## src/design/gain_scheduled_pid_controller_top_macros.svh

```systemverilog
// Assertion macros for the gain-scheduled PID controller.
// Expects clock aclk and active-low reset aresetn in the including module.
`ifndef GAIN_SCHEDULED_PID_CONTROLLER_TOP_MACROS_SVH
`define GAIN_SCHEDULED_PID_CONTROLLER_TOP_MACROS_SVH

// same-cycle implication
`define GSPID_ASSERT_NOW(label, ante, cons, msg) \
    label: assert property (@(posedge aclk) disable iff (!aresetn) (ante) |-> (cons)) \
        else $error(msg);

// next-cycle implication
`define GSPID_ASSERT_NEXT(label, ante, cons, msg) \
    label: assert property (@(posedge aclk) disable iff (!aresetn) (ante) |=> (cons)) \
        else $error(msg);

`endif

```

## src/design/gspid_pkg.sv

```systemverilog
// Shared widths, constants, register indexes and structs of the PID controller.
// No dependencies.
package gspid_pkg;

    localparam int SIG_W    = 24;               // Q12.12 signal
    localparam int GAIN_W   = 32;               // Q16.16 unsigned gain
    localparam int ERR_W    = SIG_W + 1;        // difference of two signals
    localparam int PROD_W   = GAIN_W + ERR_W + 1;
    localparam int FRAC_W   = 16;
    localparam int TERM_W   = PROD_W - FRAC_W;
    localparam int SUM_W    = TERM_W + 3;
    localparam int NUM_REGS = 8;
    localparam int IDX_W    = $clog2(NUM_REGS);
    localparam int CFG_W    = GAIN_W;
    localparam int S_DATA_W = 48;               // two signals, byte aligned
    localparam int M_DATA_W = 24;

    localparam logic [SIG_W-1:0] GAP_THRESHOLD  = 24'd40960;
    localparam logic             REVERSE_ACTION = 1'b0;

    localparam logic [GAIN_W-1:0] RST_CONS_KP = 32'd65536;
    localparam logic [GAIN_W-1:0] RST_CONS_KI = 32'd16;
    localparam logic [GAIN_W-1:0] RST_CONS_KD = 32'd3276800;
    localparam logic [GAIN_W-1:0] RST_AGG_KP  = 32'd262144;
    localparam logic [GAIN_W-1:0] RST_AGG_KI  = 32'd66;
    localparam logic [GAIN_W-1:0] RST_AGG_KD  = 32'd13107200;
    localparam logic [SIG_W-1:0]  RST_LOWER   = 24'd0;
    localparam logic [SIG_W-1:0]  RST_UPPER   = 24'd0;

    typedef enum logic [IDX_W-1:0] {
        REG_CONS_KP = 3'd0,
        REG_CONS_KI = 3'd1,
        REG_CONS_KD = 3'd2,
        REG_AGG_KP  = 3'd3,
        REG_AGG_KI  = 3'd4,
        REG_AGG_KD  = 3'd5,
        REG_LOWER   = 3'd6,
        REG_UPPER   = 3'd7
    } reg_idx_t;

    typedef struct packed {
        logic [GAIN_W-1:0] cons_kp;
        logic [GAIN_W-1:0] cons_ki;
        logic [GAIN_W-1:0] cons_kd;
        logic [GAIN_W-1:0] agg_kp;
        logic [GAIN_W-1:0] agg_ki;
        logic [GAIN_W-1:0] agg_kd;
        logic [SIG_W-1:0]  out_lower;
        logic [SIG_W-1:0]  out_upper;
    } cfg_t;

    typedef struct packed {
        logic [SIG_W-1:0] drive;
        logic             updated;
        logic             aggressive;
    } result_t;

endpackage

```

## src/design/gspid_cfg_regs.sv

```systemverilog
// Configuration register file: gains and output limits.
// Depends on gspid_pkg.
module gspid_cfg_regs (
    input  logic                          aclk,
    input  logic                          aresetn,
    input  logic                          cfg_we,
    input  logic [gspid_pkg::IDX_W-1:0]   cfg_index,
    input  logic [gspid_pkg::CFG_W-1:0]   cfg_wdata,
    output gspid_pkg::cfg_t               cfg
);

    gspid_pkg::cfg_t cfg_reg, cfg_next;

    always_comb begin
        cfg_next = cfg_reg;
        if (cfg_we) begin
            unique case (cfg_index)
                gspid_pkg::REG_CONS_KP: cfg_next.cons_kp = cfg_wdata;
                gspid_pkg::REG_CONS_KI: cfg_next.cons_ki = cfg_wdata;
                gspid_pkg::REG_CONS_KD: cfg_next.cons_kd = cfg_wdata;
                gspid_pkg::REG_AGG_KP:  cfg_next.agg_kp  = cfg_wdata;
                gspid_pkg::REG_AGG_KI:  cfg_next.agg_ki  = cfg_wdata;
                gspid_pkg::REG_AGG_KD:  cfg_next.agg_kd  = cfg_wdata;
                gspid_pkg::REG_LOWER:
                    cfg_next.out_lower = cfg_wdata[gspid_pkg::SIG_W-1:0];
                gspid_pkg::REG_UPPER:
                    cfg_next.out_upper = cfg_wdata[gspid_pkg::SIG_W-1:0];
                default: cfg_next = cfg_reg;
            endcase
        end
    end

    always_ff @(posedge aclk) begin
        if (!aresetn) begin
            cfg_reg.cons_kp   <= gspid_pkg::RST_CONS_KP;
            cfg_reg.cons_ki   <= gspid_pkg::RST_CONS_KI;
            cfg_reg.cons_kd   <= gspid_pkg::RST_CONS_KD;
            cfg_reg.agg_kp    <= gspid_pkg::RST_AGG_KP;
            cfg_reg.agg_ki    <= gspid_pkg::RST_AGG_KI;
            cfg_reg.agg_kd    <= gspid_pkg::RST_AGG_KD;
            cfg_reg.out_lower <= gspid_pkg::RST_LOWER;
            cfg_reg.out_upper <= gspid_pkg::RST_UPPER;
        end else begin
            cfg_reg <= cfg_next;
        end
    end

    assign cfg = cfg_reg;

endmodule

```

## config.mk

```make
export PLATFORM = sky130hd
export DESIGN_NAME = gspid_cfg_regs
export DESIGN_NICKNAME = d
export VERILOG_FILES = /design/src/design/gain_scheduled_pid_controller_top_macros.svh /design/src/design/gspid_pkg.sv /design/src/design/gspid_cfg_regs.sv
export SDC_FILE = /design/constraint.sdc
export NUM_CORES = 1
export LEC_CHECK = 0
export BUFFER_PORTS_ARGS = -buffer_cell sky130_fd_sc_hd__buf_4
export CAP_MARGIN = 5
export CORE_AREA = 10 10 146 148
export CTS_CLUSTER_DIAMETER = 50
export DETAILED_ROUTE_END_ITERATION = 10
export DIE_AREA = 0 0 156 158
export PLACE_DENSITY = 0.74
export SYNTH_ARGS = -nofsm -noshare
export SYNTH_HDL_FRONTEND = slang
export SYNTH_SLANG_ARGS = --single-unit
```

## constraint.sdc

```tcl
create_clock -name aclk -period 1.3 [get_ports aclk]
set_input_delay 0.13 -clock aclk [delete_from_list [all_inputs] [get_ports aclk]]
set_output_delay 0.13 -clock aclk [all_outputs]
set_load 0.01 [all_outputs]
```

==> metrics <==
outcome finished, final reports clean; initial antenna violation count 0; core area 18500 um2; Post-Synthesis Cells 835; GPL Wtd Cong between 0.7 and 0.8; Std-Cell Rows 50; Area Growth Syn to Fin 39.2%; Global Route Usage Sum 20.6%; Initial Utilization 47.7%; Critical Path RT 1.73 ns; pre-CTS setup slack 0.0491 ns; Synth area leaders dfxtp_1 55%, mux2i_1 27%, nand2_1 11%; DIE AREA 24600 um2; share of cells above drive strength 1 31.7%; Pre-Repair DR Iteration Count 4; Min-Delay Path Class input port to flop; Die Span Y 158 um; clock tree buffer depth 3; Max FO, Critical Path 16; DR vias 6925; startpoint types input port; RSZ-0062 raised after global routing false; worst clock skew 0 ns; vias in the first global route 7104; Fill cells 1446; WL/cell around 19 um; grt total ovfl 0; H-tree lvl count 1; yosys warns 0; Worst EP arrival 1.64 ns; met3 WL 2200 um; PortBufs roughly 280; total power 16.2 mW; Synth Register Bits 240; post-synth top area share 54.6%; Via density 5.02; die width approximately 160 um; critical path endpoint category flop; fin crit share 92.7%; total negative setup slack 0 ns; Yosys cell types 16; Final #Nets 1167; Seq/Total Area, Yosys 54.6%; cell taking the most area after synthesis dfxtp_1; Hold Fails Final Rpt 0; CTS tree built; fin. max-slew vios 0; met2 routed WL 12900 um; Routed WL 26800 um; critical path type input port to flop; M1 WL between 10000 and 15000 um; syn_area_per_cell 10.5 um2; Max Freq 830 MHz; ant diodes 0; # setup viols final 0; Power per Cell Area between 1000 and 1500 nW/um2; Tmin final between 1 and 1.5 ns; first-pass GRT wire length 40800 um; HPWL after detailed placement 19200 um; Clock Latency Late Sink 0.52 ns; max FFs per register 240; VDD IR max 957 uV; syn nets 873; Top Ports 278; slew margin rel. a little over two thirds; worst-margin pin slew 0.439 ns; Iter 0 DRT Violations 280; max layer used met4; CTS Buf Count 27; Final WS setup ~0.095 ns; number of remaining DRC errors 0; Synth Cell Area approximately 9000 um2; Pleak 6.19 nW; largest net degree at the start of global routing between 40 and 50; clock root buffer clkbuf_16; Reg clk slew, reported paths roughly 0.060 ns; CTS sink cnt 240; Reg2Reg Setup Slack 0.64 ns; Max Cap Violations 0; Final ANT Viol Nets 0
## power by group
part / switching, mW / internal (mW)
clock: 2.93 / 4.46
sequential: 0.0919 / 7.52
combinational: 0.676 / 0.559
## per-stage QoR
| step | instances | util [%] | hold WS (ns) | cell area [um2] |
|---|---|---|---|---|
| floorplan | 835 | - | 0.290 | 8800 |
| global placement | 1321 | 61.0 | 0.391 | 11300 |
| detailed placement | 1321 | 61.0 | 0.403 | 11300 |
| CTS | 1379 | 66.4 | 0.0162 | 12300 |
| global route | 1379 | 66.4 | 0.0442 | 12300 |
| finish | 1379 | 66.4 | 0.0133 | 12300 |
## area by class of cell
| cell class | instances | area [um2] | area share, % |
|---|---|---|---|
| timing repair buffer | 326 | 2600 | 21.2 |
| clock inverter | 7 | 77.6 | 0.633 |
| multi-input combinational | 534 | 3690 | 30.1 |
| clock buffer | 38 | 797 | 6.50 |
| tap | 234 | 293 | 2.39 |
| sequential | 240 | 4800 | 39.2 |
## cell families (layout without fill, tap and decap cells)
group                  count (synthesis)  after routing  synth area share [%]
and+or+nand+nor                      294            294                  14.2
buffers and inverters                 61            371                  3.95
muxes                                240            240                  27.3
DFF                                  240            240                  54.6
## layout by cell type (no fill, tap or decap)
master,synthesis,layout
nor4b_4,1,1
buf_4,9,303
mux2i_1,240,240
clkbuf_16,0,27
clkbuf_1,27,3
nand4bb_4,0,2
buf_12,0,9
clkinv_4,0,1
nand4_2,1,1
inv_8,0,1
clkinv_2,0,2
nand2_1,261,259
nand4b_1,3,3
and4b_1,1,1
and4bb_1,1,1
dfxtp_1,240,240
bufinv_16,0,1
clkbuf_8,0,9
inv_6,0,2
dlygate4sd3_1,0,13
and4bb_2,2,2
nand2_2,0,2
nor2b_1,22,22
## critical path, stage by stage
cell	delay, ns
dlygate4sd3_1	0.54
clkbuf_8	0.22
buf_4	0.20
nand2_1	0.29
mux2i_1	0.25
## per-layer routing
metal / vias to the layer above / GRT usage, %
met4: 0 / 8.09
li1: 3353 / -
met5: - / 0
met2: 233 / 34.0
met3: 47 / 6.81
met1: 3292 / 24.4
## final timing paths
kind                  from  depth (start not counted)        to
min reg2reg       cfg[159]                          2  cfg[159]
max                aresetn                          5  cfg[147]
min          cfg_wdata[26]                          3  cfg[138]
max reg2reg       cfg[147]                          2  cfg[147]
## cells in the mapped netlist
library cell / n
buf_1: 2
nor4b_4: 1
clkbuf_1: 27
nor2b_1: 22
nand2_1: 261
and4bb_2: 2
dfxtp_1: 240
buf_2: 14
nand4bb_1: 2
nand4b_1: 3
and4b_1: 1
mux2i_1: 240
nand4_2: 1
and4bb_1: 1
buf_6: 9
buf_4: 9
## what timing repair did
action	4_1_cts	5_1_grt
hold buffers	13	0
endpoints found under the hold margin	19	0
endpoints found under the setup margin	0	2
setup buffers	0	0
resized for setup	0	2
Power figures use the tool's default switching activity.
